File: config.mk
export PLATFORM = sky130hd
export DESIGN_NAME = thread_slot_allocator
export DESIGN_NICKNAME = d
export VERILOG_FILES = /design/src/design/tsa_pkg.sv /design/src/design/tsa_div.sv /design/src/design/thread_slot_allocator.sv
export SDC_FILE = /design/constraint.sdc
export NUM_CORES = 1
export LEC_CHECK = 0
export BUFFER_PORTS_ARGS = -buffer_cell sky130_fd_sc_hd__buf_2
export CELL_PAD_IN_SITES_DETAIL_PLACEMENT = 0
export CELL_PAD_IN_SITES_GLOBAL_PLACEMENT = 1
export CORE_ASPECT_RATIO = 0.6
export CORE_UTILIZATION = 35
export CTS_BUF_LIST = sky130_fd_sc_hd__clkbuf_8
export DETAILED_ROUTE_END_ITERATION = 8
export PLACE_DENSITY_LB_ADDON = 0.08
export SKIP_LAST_GASP = 1
export SYNTH_ARGS = -nofsm -noshare
export SYNTH_HDL_FRONTEND = slang
export SYNTH_HIERARCHICAL = 1
export SYNTH_SLANG_ARGS = --single-unit
File: constraint.sdc
create_clock -name i_clk -period 10 [get_ports i_clk]
set_input_delay 3 -clock i_clk [delete_from_list [all_inputs] [get_ports i_clk]]
set_output_delay 3 -clock i_clk [all_outputs]
set_load 0.02 [all_outputs]
File: src/design/tsa_pkg.sv
`timescale 1ns / 1ps
`default_nettype none

package tsa_pkg;

    // Field widths
    localparam int TID_W   = 31;
    localparam int OP_W    = 2;
    localparam int ST_W    = 2;
    localparam int SLOT_OW = 4;
    localparam int ADDR_W  = 32;
    localparam int MT_W    = 5;
    localparam int STRD_W  = 20;
    localparam int LIVE_OW = 5;
    localparam int CFG_W   = 32;
    localparam int CIDX_W  = 2;

    // Default table size
    localparam int MAX_SLOTS_DEF = 16;

    // Register reset values
    localparam logic [MT_W-1:0]   MAX_THR_RST = 5'd16;
    localparam logic [ADDR_W-1:0] INIT_SP_RST = 32'd0;
    localparam logic [STRD_W-1:0] STRIDE_RST  = 20'd0;

    localparam logic [TID_W-1:0] TID_MAX = {TID_W{1'b1}};

    typedef enum logic [OP_W-1:0] {
        OP_CREATE = 2'd0,
        OP_LOOKUP = 2'd1,
        OP_DELETE = 2'd2,
        OP_RSVD   = 2'd3
    } t_op;

    typedef enum logic [ST_W-1:0] {
        ST_OK     = 2'd0,
        ST_FULL   = 2'd1,
        ST_ABSENT = 2'd2,
        ST_RSVD   = 2'd3
    } t_status;

    typedef enum logic [CIDX_W-1:0] {
        CFG_MAX_THREADS  = 2'd0,
        CFG_INITIAL_SP   = 2'd1,
        CFG_STACK_STRIDE = 2'd2,
        CFG_RSVD         = 2'd3
    } t_cfg_idx;

    typedef struct packed {
        logic [OP_W-1:0]  operation;
        logic [TID_W-1:0] tid;
    } t_req;

    typedef struct packed {
        logic [ST_W-1:0]    status;
        logic [TID_W-1:0]   tid_out;
        logic [SLOT_OW-1:0] slot;
        logic [ADDR_W-1:0]  stack_begin;
        logic               last_gone;
        logic [LIVE_OW-1:0] live_count;
    } t_rsp;

endpackage

`default_nettype wire

File: src/design/tsa_div.sv
`timescale 1ns / 1ps
`default_nettype none

// Iterative remainder unit: two dividend bits per cycle, restoring form.
module tsa_div (
    input  wire                       i_clk,
    input  wire                       i_rst_n,
    input  wire                       i_start,
    input  wire [tsa_pkg::TID_W-1:0]  i_dividend,
    input  wire [tsa_pkg::MT_W-1:0]   i_divisor,
    output logic                      o_done,
    output logic [tsa_pkg::MT_W-1:0]  o_rem
);
    import tsa_pkg::*;

    localparam int DVD_W   = TID_W + 1;
    localparam int STEPS   = DVD_W / 2;
    localparam int CNT_W   = $clog2(STEPS);

    logic              r_busy;
    logic              r_done;
    logic [CNT_W-1:0]  r_cnt;
    logic [DVD_W-1:0]  r_dvd;
    logic [MT_W-1:0]   r_rem;
    logic [MT_W-1:0]   r_div;

    logic [MT_W:0]     w_try1;
    logic [MT_W:0]     w_try2;
    logic [MT_W-1:0]   w_rem1;
    logic [MT_W-1:0]   n_rem;

    // Two compare-subtract steps per cycle
    always_comb begin
        w_try1 = {r_rem, r_dvd[DVD_W-1]};
        if (w_try1 >= {1'b0, r_div}) begin
            w_rem1 = MT_W'(w_try1 - {1'b0, r_div});
        end else begin
            w_rem1 = w_try1[MT_W-1:0];
        end
        w_try2 = {w_rem1, r_dvd[DVD_W-2]};
        if (w_try2 >= {1'b0, r_div}) begin
            n_rem = MT_W'(w_try2 - {1'b0, r_div});
        end else begin
            n_rem = w_try2[MT_W-1:0];
        end
    end

    // Sequence control
    always_ff @(posedge i_clk) begin
        if (!i_rst_n) begin
            r_busy <= 1'b0;
            r_done <= 1'b0;
            r_cnt  <= '0;
        end else begin
            r_done <= 1'b0;
            if (i_start) begin
                r_busy <= 1'b1;
                r_cnt  <= '0;
            end else if (r_busy) begin
                r_cnt <= r_cnt + 1'b1;
                if (r_cnt == CNT_W'(STEPS - 1)) begin
                    r_busy <= 1'b0;
                    r_done <= 1'b1;
                end
            end
        end
    end

    // Shift dividend, advance remainder
    always_ff @(posedge i_clk) begin
        if (i_start) begin
            r_dvd <= {1'b0, i_dividend};
            r_rem <= '0;
            r_div <= i_divisor;
        end else if (r_busy) begin
            r_dvd <= {r_dvd[DVD_W-3:0], 2'b00};
            r_rem <= n_rem;
        end
    end

    assign o_done = r_done;
    assign o_rem  = r_rem;

endmodule

`default_nettype wire

File: src/design/thread_slot_allocator.sv
`timescale 1ns / 1ps
`default_nettype none

// Thread slot allocator. Takes one request at a time (create, lookup, delete)
// and returns one response per request. Every request but a create on a
// full table first reduces a tid modulo the clamped max_threads in a shared
// two-bits-per-cycle remainder unit. A lookup or delete then reads the tid
// table (a memory with registered read) in S_LOOK and answers from S_CHECK.
// A create walks the slot valid bits one slot per cycle from the running tid
// counter, probing 1 to 2*MAX_SLOTS slots, then forms the stack start with
// one multiply and one subtract. A create on a full table goes straight to
// the response state with status FULL. The response sits in an output
// register; a new request is taken once the previous one is handed to that
// register.
module thread_slot_allocator #(
    parameter int MAX_SLOTS = tsa_pkg::MAX_SLOTS_DEF
) (
    input  wire                        i_clk,
    input  wire                        i_rst_n,
    input  wire                        i_in_valid,
    output logic                       o_in_ready,
    input  tsa_pkg::t_req              i_in_req,
    output logic                       o_out_valid,
    input  wire                        i_out_ready,
    output tsa_pkg::t_rsp              o_out_rsp,
    input  wire                        i_cfg_we,
    input  wire [tsa_pkg::CIDX_W-1:0]  i_cfg_idx,
    input  wire [tsa_pkg::CFG_W-1:0]   i_cfg_data
);
    import tsa_pkg::*;

    localparam int SLOT_W = (MAX_SLOTS > 1) ? $clog2(MAX_SLOTS) : 1;
    localparam int LIVE_W = $clog2(MAX_SLOTS + 1);
    localparam int STEP_W = $clog2(2 * MAX_SLOTS);

    typedef enum logic [7:0] {
        S_IDLE  = 8'b0000_0001,
        S_DIV   = 8'b0000_0010,
        S_SCAN  = 8'b0000_0100,
        S_MUL   = 8'b0000_1000,
        S_SUB   = 8'b0001_0000,
        S_LOOK  = 8'b0010_0000,
        S_CHECK = 8'b0100_0000,
        S_RESP  = 8'b1000_0000
    } t_state;

    t_state              r_state;
    t_state              n_state;

    // Configuration
    logic [MT_W-1:0]     r_max_thr;
    logic [ADDR_W-1:0]   r_init_sp;
    logic [STRD_W-1:0]   r_stride;

    // Table state
    logic [MAX_SLOTS-1:0] r_valid;
    logic [TID_W-1:0]     mem_tid [MAX_SLOTS];
    logic [TID_W-1:0]     r_rd_tid;
    logic [TID_W-1:0]     r_next_tid;
    logic [LIVE_W-1:0]    r_live;

    // Request context
    logic                r_create;
    logic                r_delete;
    logic [TID_W-1:0]    r_tid;
    logic [TID_W-1:0]    r_t;
    logic [SLOT_W-1:0]   r_s;
    logic [STEP_W-1:0]   r_step;
    logic [ADDR_W-1:0]   r_prod;
    t_rsp                r_res;
    t_rsp                r_out;
    logic                r_out_valid;

    logic                w_accept;
    logic                w_is_create;
    logic                w_full;
    logic                w_div_start;
    logic [TID_W-1:0]    w_dividend;
    logic                w_div_done;
    logic [MT_W-1:0]     w_rem;
    logic [MT_W-1:0]     w_m;
    logic [SLOT_W+MT_W-1:0] w_rem_ext;
    logic [SLOT_W+SLOT_OW-1:0] w_slot_ext;
    logic [LIVE_W+LIVE_OW-1:0] w_live_ext;
    logic                w_free;
    logic                w_last_step;
    logic                w_s_wrap;
    logic                w_present;
    logic                w_claim;
    logic                w_out_load;

    // Clamp the configured divisor to 1..MAX_SLOTS
    always_comb begin
        priority if (r_max_thr == '0) begin
            w_m = MT_W'(1);
        end else if (32'(r_max_thr) > 32'(MAX_SLOTS)) begin
            w_m = MT_W'(MAX_SLOTS);
        end else begin
            w_m = r_max_thr;
        end
    end

    assign o_in_ready  = (r_state == S_IDLE);
    assign w_accept    = i_in_valid && o_in_ready;
    assign w_is_create = (i_in_req.operation == OP_CREATE);
    assign w_full      = (32'(r_live) >= 32'(w_m));
    assign w_div_start = w_accept && !(w_is_create && w_full);
    assign w_dividend  = w_is_create ? r_next_tid : i_in_req.tid;

    assign w_rem_ext   = {{SLOT_W{1'b0}}, w_rem};
    assign w_slot_ext  = {{SLOT_OW{1'b0}}, r_s};
    assign w_live_ext  = {{LIVE_OW{1'b0}}, r_live};

    assign w_free      = !r_valid[r_s];
    assign w_last_step = (r_step == STEP_W'(2 * MAX_SLOTS - 1));
    assign w_s_wrap    = (32'(r_s) + 32'd1 == 32'(w_m)) || (r_t == TID_MAX);
    assign w_present   = r_valid[r_s] && (r_rd_tid == r_tid);
    assign w_claim     = (r_state == S_SCAN) && w_free;
    assign w_out_load  = (r_state == S_RESP) && (!r_out_valid || i_out_ready);

    tsa_div u_div (
        .i_clk      (i_clk),
        .i_rst_n    (i_rst_n),
        .i_start    (w_div_start),
        .i_dividend (w_dividend),
        .i_divisor  (w_m),
        .o_done     (w_div_done),
        .o_rem      (w_rem)
    );

    // Next state
    always_comb begin
        n_state = r_state;
        unique case (r_state)
            S_IDLE: begin
                if (w_accept) begin
                    n_state = (w_is_create && w_full) ? S_RESP : S_DIV;
                end
            end
            S_DIV: begin
                if (w_div_done) begin
                    n_state = r_create ? S_SCAN : S_LOOK;
                end
            end
            S_SCAN: begin
                if (w_free) begin
                    n_state = S_MUL;
                end else if (w_last_step) begin
                    n_state = S_RESP;
                end
            end
            S_MUL:   n_state = S_SUB;
            S_SUB:   n_state = S_RESP;
            S_LOOK:  n_state = S_CHECK;
            S_CHECK: n_state = S_RESP;
            S_RESP: begin
                if (w_out_load) begin
                    n_state = S_IDLE;
                end
            end
            default: n_state = S_IDLE;
        endcase
    end

    // Control state, table bookkeeping and configuration
    always_ff @(posedge i_clk) begin
        if (!i_rst_n) begin
            r_state     <= S_IDLE;
            r_valid     <= '0;
            r_next_tid  <= '0;
            r_live      <= '0;
            r_out_valid <= 1'b0;
            r_max_thr   <= MAX_THR_RST;
            r_init_sp   <= INIT_SP_RST;
            r_stride    <= STRIDE_RST;
        end else begin
            r_state <= n_state;

            if (i_cfg_we) begin
                case (i_cfg_idx)
                    CFG_MAX_THREADS:  r_max_thr <= i_cfg_data[MT_W-1:0];
                    CFG_INITIAL_SP:   r_init_sp <= i_cfg_data[ADDR_W-1:0];
                    CFG_STACK_STRIDE: r_stride  <= i_cfg_data[STRD_W-1:0];
                    default: ;
                endcase
            end

            // Claim a free slot on create
            if (w_claim) begin
                r_valid[r_s] <= 1'b1;
                r_next_tid   <= r_t;
                r_live       <= r_live + LIVE_W'(1);
            end

            // Free the slot on a matching delete
            if ((r_state == S_CHECK) && w_present && r_delete) begin
                r_valid[r_s] <= 1'b0;
                if (r_live != '0) begin
                    r_live <= r_live - LIVE_W'(1);
                end
            end

            // Drop the response once taken, refill from the sequencer
            if (w_out_load) begin
                r_out_valid <= 1'b1;
            end else if (i_out_ready) begin
                r_out_valid <= 1'b0;
            end
        end
    end

    // Tid table: one write port, one registered read port
    always_ff @(posedge i_clk) begin
        if (w_claim) begin
            mem_tid[r_s] <= r_t;
        end
        r_rd_tid <= mem_tid[r_s];
    end

    // Request datapath
    always_ff @(posedge i_clk) begin
        unique case (r_state)
            S_IDLE: begin
                if (w_accept) begin
                    r_create <= w_is_create;
                    r_delete <= (i_in_req.operation == OP_DELETE);
                    r_tid    <= i_in_req.tid;
                    r_t      <= r_next_tid;
                    r_res    <= '{status: ST_FULL, default: '0};
                end
            end
            S_DIV: begin
                if (w_div_done) begin
                    r_s    <= w_rem_ext[SLOT_W-1:0];
                    r_step <= '0;
                end
            end
            S_SCAN: begin
                if (w_free) begin
                    r_res <= '{status: ST_OK, tid_out: r_t,
                               slot: w_slot_ext[SLOT_OW-1:0], default: '0};
                end else if (!w_last_step) begin
                    // Advance to the next tid and its slot
                    r_t    <= (r_t == TID_MAX) ? '0 : r_t + 1'b1;
                    r_s    <= w_s_wrap ? '0 : r_s + 1'b1;
                    r_step <= r_step + 1'b1;
                end
            end
            S_MUL: begin
                r_prod <= ADDR_W'(r_stride) * ADDR_W'(r_s);
            end
            S_SUB: begin
                r_res.stack_begin <= r_init_sp - r_prod;
            end
            S_LOOK: ;
            S_CHECK: begin
                r_res <= '{status: (w_present ? ST_OK : ST_ABSENT),
                           tid_out: r_tid,
                           slot: w_slot_ext[SLOT_OW-1:0],
                           last_gone: (w_present && r_delete && (r_live == LIVE_W'(1))),
                           default: '0};
            end
            S_RESP: begin
                if (w_out_load) begin
                    r_out <= {r_res[$bits(t_rsp)-1:LIVE_OW], w_live_ext[LIVE_OW-1:0]};
                end
            end
            default: ;
        endcase
    end

    assign o_out_valid = r_out_valid;
    assign o_out_rsp   = r_out;

    // Live count never exceeds the table size
    a_live_bound: assert property (@(posedge i_clk) disable iff (!i_rst_n)
        32'(r_live) <= 32'(MAX_SLOTS))
        else $error("live count above table size");

    // A claim adds exactly one live entry
    a_claim_count: assert property (@(posedge i_clk) disable iff (!i_rst_n)
        w_claim |=> r_live == $past(r_live) + LIVE_W'(1))
        else $error("claim did not bump live count");

    // The remainder unit finishes only while the sequencer waits on it
    a_div_owner: assert property (@(posedge i_clk) disable iff (!i_rst_n)
        w_div_done |-> r_state == S_DIV)
        else $error("remainder done outside divide phase");

    // A response appears only from the response phase
    a_out_src: assert property (@(posedge i_clk) disable iff (!i_rst_n)
        $rose(r_out_valid) |-> $past(r_state == S_RESP))
        else $error("response raised outside response phase");

endmodule

`default_nettype wire
After elaboration in Yosys (flattened, before gate mapping)
Memory sizes are Yosys's and may differ from the RTL's. A register that Yosys moved wholly into a read port is not among the register bits. Cells that the tools add are included.

Register bits: 408. RAM bits: 496. Input port bits: 72. Output and inout bits: 77. Logic and storage cells: 172. Memories: 1.

Add/sub/neg operators: 10. Multiply operators: 1. Order comparisons: 6. Equal/unequal tests: 24. Multiplexer cells: 53. Bitwise gates (word level): 5. Reductions and logical operators: 39.

Memories: mem_tid (words 16, bits a word 31, read ports 1, clocked after memory_dff 1, wr ports 1, RTL line thread_slot_allocator.sv:57) `logic [TID_W-1:0] mem_tid [MAX_SLOTS];`.

Operator list (number): two-way mux 31 bit (7); two-way mux 75 bit (2); case mux 32 bit (4 select lines) (1); case mux 37 bit (3 select lines) (1); case mux 31 bit (2 select lines) (1); case mux 8 bit (7 select lines) (1); two-way mux 5 bit (10); two-way mux 16 bit (3); two-way mux 8 bit (6); subtractor 32 x 24 -> 32 bit (1); adder 31 x 1 -> 31 bit (second input constant) (1); equality test 31 bit (1); equality test 31 bit (second input constant) (1); multiplier 20 x 4 -> 24 bit (1); case mux 6 bit (3 select lines) (1); AND 16 bit (1); two-way mux 4 bit (4); NOT 16 bit (1); OR 16 bit (1); >= comparator 6 x 5 -> 1 bit (2); AND reduction 4 bit (3); logical AND 1 bit (11); adder 5 x 1 -> 5 bit (second input constant) (2); two-way mux 1 bit (10); 44 further kinds (65).

Depth between registers and ports, before layout
Depth in word-level cells: 9. Gate-level depth with buffers: 18. Gate-level depth less buffers: 14.

By module
Netlist, hierarchy kept.

Modules (own cells, without submodules): thread_slot_allocator (times used 1, cells an instance 2452, area each 37389.6 µm²); tsa_div (times used 1, cells an instance 179, area each 2397.3 µm²).

Least setup slack after synthesis
OpenSTA, ideal clock, no wires.

Path type: input to register. From: input port i_out_ready. To: register r_out (netlist bit o_out_rsp[0]) (enable). Setup time: 0.517 ns. Arrival time: 6.466 ns. Required time: 9.483 ns. Setup slack: 3.017 ns. Stages on the path: 2. Cell sequence: nand2b_1 > nor2b_1.

Cells in the longest elaborated chain, start to end: 3.

RTL lines: start, declared (RTL line thread_slot_allocator.sv:24) `input wire i_out_ready,`; logical OR 1 bit (RTL line thread_slot_allocator.sv:119) `assign w_out_load = (r_state == S_RESP) && (!r_out_valid || i_out_ready);`; logical AND 1 bit (RTL line thread_slot_allocator.sv:119); named net w_out_load (RTL line thread_slot_allocator.sv:90) `logic w_out_load;`; AND reduction 2 bit (no source line); end signal, assigned (RTL line thread_slot_allocator.sv:265) `r_out <= {r_res[$bits(t_rsp)-1:LIVE_OW], w_live_ext[LIVE_OW-1:0]};`; end, declared (RTL line thread_slot_allocator.sv:71) `t_rsp r_out;`.

The timed path passes the listed nets, and every way through them passes these cells. A chain may end at the register's enable or synchronous reset.

Final worst setup path
From: register r_s[0]. To: register r_prod[21] (data pin).

Cells in the longest elaborated chain, start to end: 1.

RTL lines: start, declared (RTL line thread_slot_allocator.sv:67) `logic [SLOT_W-1:0] r_s;`; start signal, assigned (RTL line thread_slot_allocator.sv:234) `r_s <= w_rem_ext[SLOT_W-1:0];`; start signal, assigned (RTL line thread_slot_allocator.sv:245) `r_s <= w_s_wrap ? '0 : r_s + 1'b1;`; multiplier 20 x 4 -> 24 bit (RTL line thread_slot_allocator.sv:250) `r_prod <= ADDR_W'(r_stride) * ADDR_W'(r_s);`; end signal, assigned (RTL line thread_slot_allocator.sv:250); end, declared (RTL line thread_slot_allocator.sv:69) `logic [ADDR_W-1:0] r_prod;`.

Every way passes these cells.

==> flow_summary.json <==
{
  "finalHoldViolCount": 0,
  "dieWidth_um": 437.3,
  "drt_iter0_markers": 2321,
  "n_fill_cell": 10460,
  "cts.sink_count": 935,
  "async_reset_ff_frac": 0,
  "synthCells": 2631,
  "cts_buffers": 149,
  "wl_um": 115900,
  "r2r_cells": 14,
  "clock.fmax_mhz": 180.6,
  "setup_ws_ns": 4.463,
  "synth.net_count": 2820,
  "ys_ff_latch": 935,
  "dp_hpwl_um": 74680,
  "fin_crit_ns": 5.537,
  "gp_congestion": 0.8326,
  "cts_tree": "built",
  "drv_slew": 0,
  "die_h_um": 263.2,
  "yosys_warnings": 6,
  "r2r_end": "r_prod[21]",
  "cp.depth": 14,
  "cp_slowest_stage_delay_ns": 0.84,
  "clkTransAtPathRegs_ns": 0.06,
  "clock_skew_ns": 0.05055,
  "post-cts-setup-buffers": 0,
  "finalSetupTns_ns": 0,
  "drive_gt1_frac": 0.2255,
  "syn_area_mm2": 0.03979,
  "cp_cell_sequence": "buf_12, buf_4, nand2_1, fa_1, inv_1, ha_1, o21ai_0, nor2_1, o41ai_1, o21bai_1, a41o_1, o41a_1, a211oi_1, nor2_1",
  "wl_per_cell_um": 25.82,
  "grt_usage": 0.2015,
  "status": "complete, no violations",
  "grt_antenna_before_repair": 17,
  "vias": 23340,
  "cp_max_fo": 64,
  "path_common_cell": "nor2_1",
  "hold_start": "r_res[20]",
  "grt_pass1_vias": 23250,
  "cp.required_ns": 10.60,
  "synth_edf_count": 774,
  "max-slew-margin-rel": 0.1664,
  "hold_path.class": "reg -> reg",
  "postSynthAreaPerCell_um2": 15.12,
  "h-tree-depth": 4,
  "synthDistinctLibCells": 80,
  "rows": 95,
  "syn2layout_area_growth_pct": 13.98,
  "multiInputGateArea_mm2": 0.01255,
  "leakage_uw": 0.01612,
  "vias_per_cell": 5.198,
  "pre_cts_ws_ns": 3.860,
  "crit_family": "compound AO/OA/AOI/OAI gates",
  "vdd.ir_drop.worst_v": 0.0001266,
  "start_util": 0.3542,
  "grt_max_degree": 70,
  "finalSetupViolCount": 0,
  "hold_buffers": 0,
  "clk_path_buf_depth": 3,
  "grt_pass1_wl_um": 165800,
  "numPortBuffers": 148,
  "tightest_slew_ns": 1.249,
  "cts_resized": 0,
  "gr-total-overflow": 0,
  "ant_nets": 0,
  "io_pins": 149,
  "cpMaxStageDelayCell": "buf_4",
  "insertion_delay_ns": 0.88,
  "fin_util": 0.4037,
  "regArea_mm2": 0.02647,
  "coreArea_mm2": 0.1123,
  "min_to": "o_out_rsp[20]",
  "arrival_ns": 6.14,
  "ys.flop_type": "edfxtp_1",
  "drv_cap": 0,
  "num-nets-final": 3044,
  "r2r-start": "r_s[0]",
  "fin_crit_sh": 0.5537,
  "setup.worst_path.class": "reg -> reg",
  "cp-end-kind": "flop",
  "dieArea_mm2": 0.1151,
  "finalPower_uw": 9312,
  "cts_root_buffer": "clkbuf_8",
  "hold-path-cell-count": 0,
  "drcViolationCount": 0,
  "drt_first_pass_iters": 5,
  "rsz0062_at_grt": "no",
  "r2r_slack_ns": 4.46,
  "power.density_mw_per_mm2": 205.4,
  "ys_seq_area_frac": 0.6652,
  "startpoint_type": "flop",
  "crit_buf_inv": 3
}
[routing by layer]
metal	wire, um	vias up	GRT usage
met5	145	-	0.008271
li1	-	10340	-
met1	59920	12100	0.3288
met3	8542	154	0.04646
met4	2034	4	0.05273
met2	45300	748	0.2603
[cell usage after synthesis, drive strengths merged (64+ instances only)]
cell type  number  area (um^2)
a21oi         134        670.6
and2           64        402.9
clkbuf         91        341.6
dfxtp         161         3223
edfxtp        774        23240
ha             78        975.9
inv           123        461.7
mux2           64        724.4
mux4          159         3581
nand2         294         1104
nor2          109        409.1
o21ai          81        405.4
xor2           70        613.1
[worst max-delay path by stage]
stage | end | slack, ns | startpoint
after floorplan | o_out_rsp[0] | 3.02 | i_out_ready
after global placement | u_div/o_rem[2] | 3.92 | i_in_req[32]
after detailed placement | u_div/o_rem[2] | 3.86 | i_in_req[32]
after CTS | o_in_ready | 4.38 | r_state[1]
after global routing | r_prod[21] | 4.02 | r_s[0]
final | r_prod[21] | 4.46 | r_s[0]
[cells in the final DEF, fill, tap and decap left out, drive strengths merged, types with 35 or more instances in the layout]
cell	instances
mux4	159
clkbuf	167
edfxtp	774
dfxtp	161
nor2	109
o21ai	81
fa	39
xor2	70
nand2	294
xnor2	47
buf	190
ha	78
inv	190
a21oi	134
mux2	64
clkinv	35
nand3	35
and2	64
[cell type report]
class / instances / area share
diodes: 8 / 0.0004415
clock buffers: 167 / 0.05068
clock inverters: 109 / 0.01319
inverters: 123 / 0.01021
multi-input cells: 1456 / 0.2768
flip-flops and latches: 935 / 0.5836
well taps: 1503 / 0.04147
repair buffers: 190 / 0.02356
[power by group]
part	switching [uW]	total [uW]	internal, uW	leakage (uW)
sequential	386	5180	4790	0.00846
clock	1610	3230	1630	0.00172
combinational	582	900	318	0.00595
total	2580	9310	6740	0.0161
[sequential cells by signal, indices dropped and copies added, names as in the netlist, 5 cells and up]
| name | cells |
|---|---|
| r_valid | 16 |
| mem_tid | 496 |
| r_next_tid | 31 |
| r_stride | 20 |
| r_max_thr | 5 |
| r_init_sp | 32 |
| r_prod | 24 |
| r_state | 8 |
| r_t | 31 |
| r_tid | 31 |
| r_live | 5 |
| u_div/r_div | 5 |
| r_step | 5 |
| u_div/r_dvd | 32 |
| o_out_rsp | 75 |
| r_rd_tid | 31 |
| r_res | 70 |
| u_div/o_rem | 5 |
[through the flow]
step / instances / area [um^2] / hold slack, ns
6_report: 4491 / 45350 / 0.3982
2_1_floorplan: 2631 / 39790 / 0.4003
3_5_place_dp: 4207 / 42430 / 0.4045
4_1_cts: 4483 / 45330 / 0.3949
5_1_grt: 4488 / 45340 / 0.4130
3_3_place_gp: 4207 / 42430 / 0.4021
[logic make-up (layout without fill, tap and decap cells)]
logic type               count (synthesis)  after routing  share of synthesized area
flip-flops                             935            935                     0.6652
AND/OR/NAND/NOR                        637            637                    0.07453
AO/OA/AOI/OAI                          352            352                    0.05613
buffers and inverters                  240            589                    0.02352
multiplexers                           233            233                     0.1107
adder cells (fa/ha/maj)                117            117                    0.04415
XOR/XNOR                               117            117                    0.02576
other                                    0              8                          0
(Power assumes the default switching activity.)
